$ cat src/rtl/core/kwr_pkg.sv
// Shared types and constants of the k weakest rows selector.
package kwr_pkg;

    localparam int CNT_W     = 7;
    localparam int K_W       = 5;
    localparam int COLS_W    = 7;
    localparam int OUT_IDX_W = 10;
    localparam int CFG_IDX_W = 1;
    localparam int CFG_W     = 7;

    localparam logic [CFG_IDX_W-1:0] CFG_K_SELECT      = 1'd0;
    localparam logic [CFG_IDX_W-1:0] CFG_COLUMNS_IN_USE = 1'd1;

    localparam logic [K_W-1:0]    K_SELECT_RESET = 5'd1;
    localparam logic [COLS_W-1:0] COLUMNS_RESET  = 7'd64;

endpackage

$ cat src/rtl/core/kwr_front.sv
// Front end: accepts rows, counts leading ones and numbers the rows.
module kwr_front import kwr_pkg::*; #(
    parameter int MAX_COLS = 64,
    parameter int MAX_ROWS = 1024,
    parameter int IDX_W    = 10
) (
    input  logic                i_clk,
    input  logic                i_rst_n,
    input  logic                i_in_valid,
    output logic                o_in_stall,
    input  logic [63:0]         i_row_bits,
    input  logic                i_last_row,
    input  logic [COLS_W-1:0]   i_columns_in_use,
    input  logic                i_queue_full,
    output logic                o_push,
    output logic                o_keep,
    output logic                o_last,
    output logic [CNT_W-1:0]    o_count,
    output logic [IDX_W-1:0]    o_index
);

    localparam int CTR_W = $clog2(MAX_ROWS + 1);

    logic [CTR_W-1:0]  r_row_ctr;
    logic [CTR_W-1:0]  n_row_ctr;
    logic [COLS_W-1:0] cols_eff;
    logic [CNT_W-1:0]  ones;
    logic              accept;

    assign o_in_stall = i_queue_full;
    assign accept     = i_in_valid && !i_queue_full;

    always_comb begin
        if (i_columns_in_use == '0) begin
            cols_eff = COLS_W'(1);
        end else if (int'(i_columns_in_use) > MAX_COLS) begin
            cols_eff = COLS_W'(MAX_COLS);
        end else begin
            cols_eff = i_columns_in_use;
        end
    end

    // The first column that is a zero or lies past the valid columns ends the run.
    always_comb begin
        ones = CNT_W'(MAX_COLS);
        for (int j = MAX_COLS - 1; j >= 0; j--) begin
            if (!(i_row_bits[j] && (j < int'(cols_eff)))) begin
                ones = CNT_W'(j);
            end
        end
    end

    always_comb begin
        n_row_ctr = r_row_ctr;
        if (accept) begin
            if (i_last_row) begin
                n_row_ctr = '0;
            end else if (int'(r_row_ctr) < MAX_ROWS) begin
                n_row_ctr = r_row_ctr + CTR_W'(1);
            end
        end
    end

    always_ff @(posedge i_clk) begin
        if (!i_rst_n) begin
            r_row_ctr <= '0;
        end else begin
            r_row_ctr <= n_row_ctr;
        end
    end

    assign o_push  = accept;
    assign o_keep  = int'(r_row_ctr) < MAX_ROWS;
    assign o_last  = i_last_row;
    assign o_count = ones;
    assign o_index = IDX_W'(r_row_ctr);

endmodule

$ cat src/rtl/core/kwr_queue.sv
// Short queue between the front end and the selection store.
module kwr_queue #(
    parameter int WIDTH = 19,
    parameter int DEPTH = 2
) (
    input  logic             i_clk,
    input  logic             i_rst_n,
    input  logic             i_push,
    input  logic [WIDTH-1:0] i_data,
    input  logic             i_pop,
    output logic [WIDTH-1:0] o_data,
    output logic             o_full,
    output logic             o_empty
);

    localparam int AW = $clog2(DEPTH);
    localparam int CW = $clog2(DEPTH + 1);

    logic [WIDTH-1:0] r_mem [DEPTH];
    logic [AW-1:0]    r_wr;
    logic [AW-1:0]    r_rd;
    logic [CW-1:0]    r_fill;

    assign o_full  = int'(r_fill) == DEPTH;
    assign o_empty = r_fill == '0;
    assign o_data  = r_mem[r_rd];

    always_ff @(posedge i_clk) begin
        if (i_push) begin
            r_mem[r_wr] <= i_data;
        end
    end

    always_ff @(posedge i_clk) begin
        if (!i_rst_n) begin
            r_wr   <= '0;
            r_rd   <= '0;
            r_fill <= '0;
        end else begin
            if (i_push) begin
                r_wr <= (int'(r_wr) == DEPTH - 1) ? '0 : r_wr + AW'(1);
            end
            if (i_pop) begin
                r_rd <= (int'(r_rd) == DEPTH - 1) ? '0 : r_rd + AW'(1);
            end
            if (i_push && !i_pop) begin
                r_fill <= r_fill + CW'(1);
            end else if (i_pop && !i_push) begin
                r_fill <= r_fill - CW'(1);
            end
        end
    end

endmodule

$ cat src/rtl/core/kwr_back.sv
// Back end: sorted insertion store and the report that drains it.
module kwr_back import kwr_pkg::*; #(
    parameter int MAX_K = 16,
    parameter int IDX_W = 10
) (
    input  logic                 i_clk,
    input  logic                 i_rst_n,
    input  logic                 i_item_valid,
    output logic                 o_item_pop,
    input  logic                 i_keep,
    input  logic                 i_last,
    input  logic [CNT_W-1:0]     i_count,
    input  logic [IDX_W-1:0]     i_index,
    input  logic [K_W-1:0]       i_k_select,
    output logic                 o_out_valid,
    input  logic                 i_out_stall,
    output logic [OUT_IDX_W-1:0] o_row_index,
    output logic [CNT_W-1:0]     o_soldier_count,
    output logic                 o_last_result
);

    localparam int HW = $clog2(MAX_K + 1);

    typedef enum logic {ST_RUN, ST_DRAIN} t_state;

    t_state           r_state;
    logic [HW-1:0]    r_held;
    logic [HW-1:0]    r_left;
    logic [CNT_W-1:0] r_cnt [MAX_K];
    logic [IDX_W-1:0] r_idx [MAX_K];
    logic [CNT_W-1:0] n_cnt [MAX_K];
    logic [IDX_W-1:0] n_idx [MAX_K];
    logic [CNT_W-1:0] sh_cnt [MAX_K];
    logic [IDX_W-1:0] sh_idx [MAX_K];
    logic [MAX_K-1:0] le;
    logic [MAX_K:0]   le_ext;
    logic [HW-1:0]    held_ins;
    logic [HW-1:0]    k_eff;
    logic [HW-1:0]    report_n;
    logic             pop;
    logic             insert;
    logic             out_load;
    logic             drain_step;

    assign pop        = (r_state == ST_RUN) && i_item_valid;
    assign insert     = pop && i_keep;
    assign o_item_pop = pop;
    assign out_load   = !o_out_valid || !i_out_stall;
    assign drain_step = (r_state == ST_DRAIN) && out_load;

    always_comb begin
        if (i_k_select == '0) begin
            k_eff = HW'(1);
        end else if (int'(i_k_select) > MAX_K) begin
            k_eff = HW'(MAX_K);
        end else begin
            k_eff = HW'(i_k_select);
        end
    end

    always_comb begin
        for (int i = 0; i < MAX_K; i++) begin
            le[i] = (i < int'(r_held)) && (r_cnt[i] <= i_count);
        end
        le_ext = {le, 1'b1};
        sh_cnt[0] = i_count;
        sh_idx[0] = i_index;
        for (int i = 1; i < MAX_K; i++) begin
            sh_cnt[i] = r_cnt[i-1];
            sh_idx[i] = r_idx[i-1];
        end
    end

    // Each cell keeps its entry, takes the new row, or takes its neighbor's entry.
    always_comb begin
        n_cnt = r_cnt;
        n_idx = r_idx;
        if (insert) begin
            for (int i = 0; i < MAX_K; i++) begin
                if (!le[i] && le_ext[i]) begin
                    n_cnt[i] = i_count;
                    n_idx[i] = i_index;
                end else if (!le[i]) begin
                    n_cnt[i] = sh_cnt[i];
                    n_idx[i] = sh_idx[i];
                end
            end
        end else if (drain_step) begin
            for (int i = 0; i < MAX_K - 1; i++) begin
                n_cnt[i] = r_cnt[i+1];
                n_idx[i] = r_idx[i+1];
            end
        end
    end

    always_comb begin
        held_ins = r_held;
        if (insert && (int'(r_held) < MAX_K)) begin
            held_ins = r_held + HW'(1);
        end
        report_n = (k_eff < held_ins) ? k_eff : held_ins;
    end

    always_ff @(posedge i_clk) begin
        r_cnt <= n_cnt;
        r_idx <= n_idx;
    end

    always_ff @(posedge i_clk) begin
        if (!i_rst_n) begin
            r_state     <= ST_RUN;
            r_held      <= '0;
            r_left      <= '0;
            o_out_valid <= 1'b0;
        end else begin
            if (out_load) begin
                o_out_valid <= 1'b0;
            end
            case (r_state)
                ST_RUN: begin
                    if (pop) begin
                        if (i_last) begin
                            r_left <= report_n;
                            if (report_n == '0) begin
                                r_held <= '0;
                            end else begin
                                r_held  <= held_ins;
                                r_state <= ST_DRAIN;
                            end
                        end else begin
                            r_held <= held_ins;
                        end
                    end
                end
                ST_DRAIN: begin
                    if (out_load) begin
                        o_out_valid     <= 1'b1;
                        o_row_index     <= OUT_IDX_W'(r_idx[0]);
                        o_soldier_count <= r_cnt[0];
                        o_last_result   <= r_left == HW'(1);
                        r_left          <= r_left - HW'(1);
                        if (r_left == HW'(1)) begin
                            r_held  <= '0;
                            r_state <= ST_RUN;
                        end
                    end
                end
                default: begin
                    r_state <= ST_RUN;
                end
            endcase
        end
    end

endmodule

$ cat src/rtl/core/k_weakest_rows_select.sv
// Top level of the k weakest rows selector: configuration registers and the datapath.
//
// Each accepted word is one matrix row; the block counts its leading ones and files the
// row into a sorted store of the MAX_K weakest rows, ties going to the earlier row. The
// store's compare-and-shift insertion takes one row per cycle. On the word marked as the
// last row, the block reports min(k_select, rows held) words, a k_select of zero counting
// as one, from weakest to strongest, one per cycle while the output is not stalled, and
// flags the final one; while the report drains the store takes no rows, and the
// two-entry queue behind the front end absorbs the next rows before the input stalls.
module k_weakest_rows_select import kwr_pkg::*; #(
    parameter int MAX_K    = 16,
    parameter int MAX_COLS = 64,
    parameter int MAX_ROWS = 1024
) (
    input  logic                 i_clk,
    input  logic                 i_rst_n,
    input  logic                 i_cfg_we,
    input  logic [CFG_IDX_W-1:0] i_cfg_index,
    input  logic [CFG_W-1:0]     i_cfg_data,
    input  logic                 i_in_valid,
    output logic                 o_in_stall,
    input  logic [63:0]          i_row_bits,
    input  logic                 i_last_row,
    output logic                 o_out_valid,
    input  logic                 i_out_stall,
    output logic [OUT_IDX_W-1:0] o_row_index,
    output logic [CNT_W-1:0]     o_soldier_count,
    output logic                 o_last_result
);

    localparam int IDX_W = $clog2(MAX_ROWS);
    localparam int QW    = 2 + CNT_W + IDX_W;

    logic [K_W-1:0]    r_k_select;
    logic [COLS_W-1:0] r_columns_in_use;
    logic              f_push;
    logic              f_keep;
    logic              f_last;
    logic [CNT_W-1:0]  f_count;
    logic [IDX_W-1:0]  f_index;
    logic [QW-1:0]     q_out;
    logic              q_full;
    logic              q_empty;
    logic              b_pop;

    always_ff @(posedge i_clk) begin
        if (!i_rst_n) begin
            r_k_select       <= K_SELECT_RESET;
            r_columns_in_use <= COLUMNS_RESET;
        end else if (i_cfg_we) begin
            case (i_cfg_index)
                CFG_K_SELECT:       r_k_select       <= i_cfg_data[K_W-1:0];
                CFG_COLUMNS_IN_USE: r_columns_in_use <= i_cfg_data[COLS_W-1:0];
                default: begin
                end
            endcase
        end
    end

    kwr_front #(
        .MAX_COLS (MAX_COLS),
        .MAX_ROWS (MAX_ROWS),
        .IDX_W    (IDX_W)
    ) u_front (
        .i_clk            (i_clk),
        .i_rst_n          (i_rst_n),
        .i_in_valid       (i_in_valid),
        .o_in_stall       (o_in_stall),
        .i_row_bits       (i_row_bits),
        .i_last_row       (i_last_row),
        .i_columns_in_use (r_columns_in_use),
        .i_queue_full     (q_full),
        .o_push           (f_push),
        .o_keep           (f_keep),
        .o_last           (f_last),
        .o_count          (f_count),
        .o_index          (f_index)
    );

    kwr_queue #(
        .WIDTH (QW),
        .DEPTH (2)
    ) u_queue (
        .i_clk   (i_clk),
        .i_rst_n (i_rst_n),
        .i_push  (f_push),
        .i_data  ({f_keep, f_last, f_count, f_index}),
        .i_pop   (b_pop),
        .o_data  (q_out),
        .o_full  (q_full),
        .o_empty (q_empty)
    );

    kwr_back #(
        .MAX_K (MAX_K),
        .IDX_W (IDX_W)
    ) u_back (
        .i_clk           (i_clk),
        .i_rst_n         (i_rst_n),
        .i_item_valid    (!q_empty),
        .o_item_pop      (b_pop),
        .i_keep          (q_out[QW-1]),
        .i_last          (q_out[QW-2]),
        .i_count         (q_out[IDX_W +: CNT_W]),
        .i_index         (q_out[IDX_W-1:0]),
        .i_k_select      (r_k_select),
        .o_out_valid     (o_out_valid),
        .i_out_stall     (i_out_stall),
        .o_row_index     (o_row_index),
        .o_soldier_count (o_soldier_count),
        .o_last_result   (o_last_result)
    );

endmodule

$ cat config.mk
export PLATFORM = sky130hd
export DESIGN_NAME = k_weakest_rows_select
export DESIGN_NICKNAME = d
export VERILOG_FILES = /design/src/rtl/core/kwr_pkg.sv /design/src/rtl/core/kwr_front.sv /design/src/rtl/core/kwr_queue.sv /design/src/rtl/core/kwr_back.sv /design/src/rtl/core/k_weakest_rows_select.sv
export SDC_FILE = /design/constraint.sdc
export NUM_CORES = 1
export LEC_CHECK = 0
export BUFFER_PORTS_ARGS = -buffer_cell sky130_fd_sc_hd__buf_2
export CAP_MARGIN = 10
export CORE_MARGIN = 4
export CORE_UTILIZATION = 49
export DETAILED_ROUTE_END_ITERATION = 10
export HOLD_SLACK_MARGIN = 0.15
export PLACE_DENSITY = 0.66
export SETUP_SLACK_MARGIN = 0.4
export SYNTH_ARGS = -nofsm -noshare
export SYNTH_HDL_FRONTEND = slang
export SYNTH_SLANG_ARGS = --single-unit
$ cat constraint.sdc
create_clock -name i_clk -period 5.9 [get_ports i_clk]
set_input_delay 0.295 -clock i_clk [delete_from_list [all_inputs] [get_ports i_clk]]
set_output_delay 0.295 -clock i_clk [all_outputs]
set_load 0.1 [all_outputs]
==> impl_metrics.csv <==
group,metric,value,unit
worst_setup_path,cp_slowest_cell,"nand2b_1",
placed_design,port_buffers,97,
synth,ys_seq_elements,368,
sta,layout_setup_ws,1600,ps
synth,ys.flop_type,"edfxtp_1",
worst_setup_path,cp_top_family,"multiplexers",
pwr,leakagePower,0.00960,uW
floorplanning,core,44500,um^2
sta,hold_violations,0,
detailed_routing,wl,55400,um
placed_design,post-dp-hpwl,40200,um
clocking,cts.sinks,368,
synth,ys_types,79,
clocking,post_cts_resized,0,
final_layout,nNetsFinal,2407,
floorplanning,ios,98,
sta,setup_tns,0,ps
worst_setup_path,critPathMaxFanout,17,
sta,tightest_slew,1090,ps
clocking,cts.path.max_buffers,3,
detailed_routing,ant_nets,0,
final_layout,nFillCells,3879,
pwr,p_sw_share,40.8,%
flow_run,maxCapViolations,0,
clocking,clk_latency,570,ps
sta,finClkSkew,22.5,ps
final_layout,drive_above_1_share,11.5,%
pwr,power_frac_comb,42.4,%
worst_setup_path,slowest_delay,730,ps
sta,max-slew-margin-rel,27.0,%
pwr,irDropWorstVdd,0.455,mV
floorplanning,dieArea,48700,um^2
clocking,root_buffer,"clkbuf_16",
placed_design,post-place-ws,1640,ps
worst_setup_path,cp-start-kind,"flop",
detailed_routing,drcViolationCount,0,
worst_setup_path,setup.worst_path.class,"reg2reg",
sta,hold_ws,198,ps
placed_design,dpl_cell_area,23100,um^2
floorplanning,start_util,49.8,%
detailed_routing,wl_per_cell,19.6,um
worst_setup_path,rr_worst_depth,10,
final_layout,insertedDiodeCount,0,
final_layout,area_growth,11.0,%
detailed_routing,vias,16700,
worst_setup_path,worstPathArrival,4610,ps
final_layout,finalInstanceArea,24600,um^2
clocking,htreeDepth,2,
pwr,switchingPower,5900,uW
worst_setup_path,crit_top_cell,"mux2_2",
detailed_routing,first_pass_iters,5,
worst_setup_path,required,6210,ps
detailed_routing,dr_wl_met2,27000,um
worst_setup_path,crit_chain,"mux2_2 > inv_1 > ha_1 > nor2b_1 > o21a_1 > o21ai_0 > a21oi_1 > a31oi_1 > nand2b_1 > mux2_2",
global_routing,grtUsageTotal,22.5,%
global_routing,grt_max_degree,249,
clocking,postCtsHoldBufs,15,
worst_setup_path,path_depth,10,
worst_setup_path,r2r-end,"u_back.r_idx[7]$_DFFE_PP_",
global_routing,grt-ovfl-total,0,
synth,synth_area_per_cell,10.3,um^2
synth,ys_warn_count,0,
clocking,post_cts_buffers,0,
worst_setup_path,rrSetupSlack,1600,ps
global_routing,grt_pass1_wl,88400,um
status,outcome,"finished clean",
detailed_routing,topRoutingLayerUsed,"met5",
placed_design,gp_congestion,0.895,
floorplanning,rows,77,
clocking,cts_buffers,42,
sta,timing.final.crit_period,4300,ps
floorplanning,die_width,221,um
detailed_routing,post_drt_via_cell_ratio,5.91,
global_routing,antenna_found_initial,1,
detailed_routing,route.met3.wl,2940,um
sta,slew_viol_final,0,
clocking,cts_tree,"yes",
sta,period_share,72.9,%
sta,setup_viol_count_final,0,
final_layout,multi_input_area,10800,um^2
synth,synthCells,2156,
worst_setup_path,endpoint,"u_back.r_idx[7]$_DFFE_PP_",
floorplanning,die_height,221,um
worst_setup_path,end_kind,"flop",
synth,async_reset_ff_share,0,%
pwr,clockPowerShare,17.6,%
pwr,power.density,588,nW/um^2
synth,syn_area,22200,um^2
detailed_routing,first_iter_violations,1265,
synth,synth-edff-count,328,
clocking,path_clk_slew,60,ps
pwr,internal_power,8580,uW
synth,synth-seq-area-share,48.0,%
synth,synth_nets,2355,
min_path,min_path_type,"in2reg",
sta,rsz0062_at_grt,"no",
final_layout,register_area,10700,um^2
detailed_routing,met1_length,23800,um
global_routing,first_global_vias,16500,
pwr,p_seq_share,40.0,%
sta,max_freq,233,MHz
worst_setup_path,path_buf_inv,1,
logic make-up (layout without fill, tap and decap cells):
family          Yosys count  in the layout  share of synthesized area [%]
buf+inv                 181            264                           3.51
simple gates            674            674                           14.5
mux                     282            282                           12.9
flops                   368            368                           48.0
fa+ha+maj               121            121                           6.82
xor+xnor                 10             10                          0.395
compound gates          520            520                           13.9
how the worst min path moves through the flow:
stage,from,end,slack (ps),cells past startpoint
floorplan,i_last_row,u_queue.r_mem[0][17]$_DFFE_PP_,390,0
global placement,u_back.r_idx[159]$_DFFE_PP_,u_back.o_row_index[9]$_DFFE_PP_,450,0
detailed placement,u_back.r_idx[159]$_DFFE_PP_,u_back.o_row_index[9]$_DFFE_PP_,450,0
CTS,i_rst_n,r_k_select[0]$_SDFFE_PN1P_,170,2
global route,i_rst_n,r_k_select[0]$_SDFFE_PN1P_,200,2
finish,i_rst_n,r_k_select[0]$_SDFFE_PN1P_,200,2
state kept, by name, summed over array words and instances (netlist names), named ones only:
register	cells
u_queue.r_wr	1
u_back.o_row_index	10
u_back.r_cnt	112
u_front.r_row_ctr	11
u_back.o_last_result	1
u_back.o_soldier_count	7
u_back.r_idx	160
u_queue.r_fill	2
r_columns_in_use	7
u_queue.r_mem	38
u_back.r_left	5
u_back.r_state	1
u_queue.r_rd	1
r_k_select	5
u_back.r_held	5
layout by cell type, fill, tap and decap left out, drive strengths merged, types with 44 or more instances in the layout:
cell    count
buf       135
clkbuf     58
edfxtp    328
ha        121
mux2i     248
nand2     358
nand3      44
nor2       62
nor3       45
o21ai     330
cells in the mapped netlist, types with 7 or more instances:
library cell	n	area (um^2)
and4_1	8	70.1
nor3_1	43	215
nor2b_1	37	231
mux2i_1	248	2480
o2111ai_1	10	87.6
buf_2	64	320
nand4_1	26	163
nand2b_1	14	87.6
a21oi_1	34	170
edfxtp_1	328	9850
and2_1	13	81.3
clkbuf_1	67	251
o21a_1	30	225
nand3_1	44	220
dfxtp_1	40	801
a21o_1	7	52.6
o211ai_1	7	52.6
o21ai_0	328	1640
a31oi_1	13	81.3
ha_1	121	1510
nor2_1	62	233
buf_1	7	26.3
xnor2_1	8	70.1
a211oi_1	9	67.6
inv_1	39	146
nand2_1	358	1340
or3_1	11	68.8
a22o_1	7	61.3
a21boi_0	11	82.6
mux2_2	34	383
and3_1	11	68.8
o31ai_1	15	113
routing by layer:
metal	GRT usage [%]	vias to the layer above
met5	0	-
met4	6.74	2
met3	3.45	110
met2	39.2	522
met1	29.0	7980
li1	-	8121
power groups by stage:
stage / registers [uW] / clock network, uW / logic (uW)
finish: 5790 / 2550 / 6140
global route: 5910 / 2710 / 6960
CTS: 5770 / 2600 / 6130
detailed placement: 5790 / 0 / 6080
global placement: 5770 / 0 / 5810
floorplan: 5620 / 0 / 4450
metrics by stage:
stage	utilization (%)	total power, uW	std cells
2_1_floorplan	-	10100	2156
3_3_place_gp	52.0	11600	2741
3_5_place_dp	52.0	11900	2741
4_1_cts	55.3	14500	2831
5_1_grt	55.3	15600	2831
6_report	55.3	14500	2831
area by class of cell:
cell class,instances,share of cell area [%]
clock inverters,17,0.701
flip-flops and latches,368,43.2
clock buffers,58,4.71
inverters,39,0.594
multi-input cells,1607,43.9
well taps,592,3.01
repair buffers,150,3.84
Note: power is estimated with default switching activity, not from simulation.
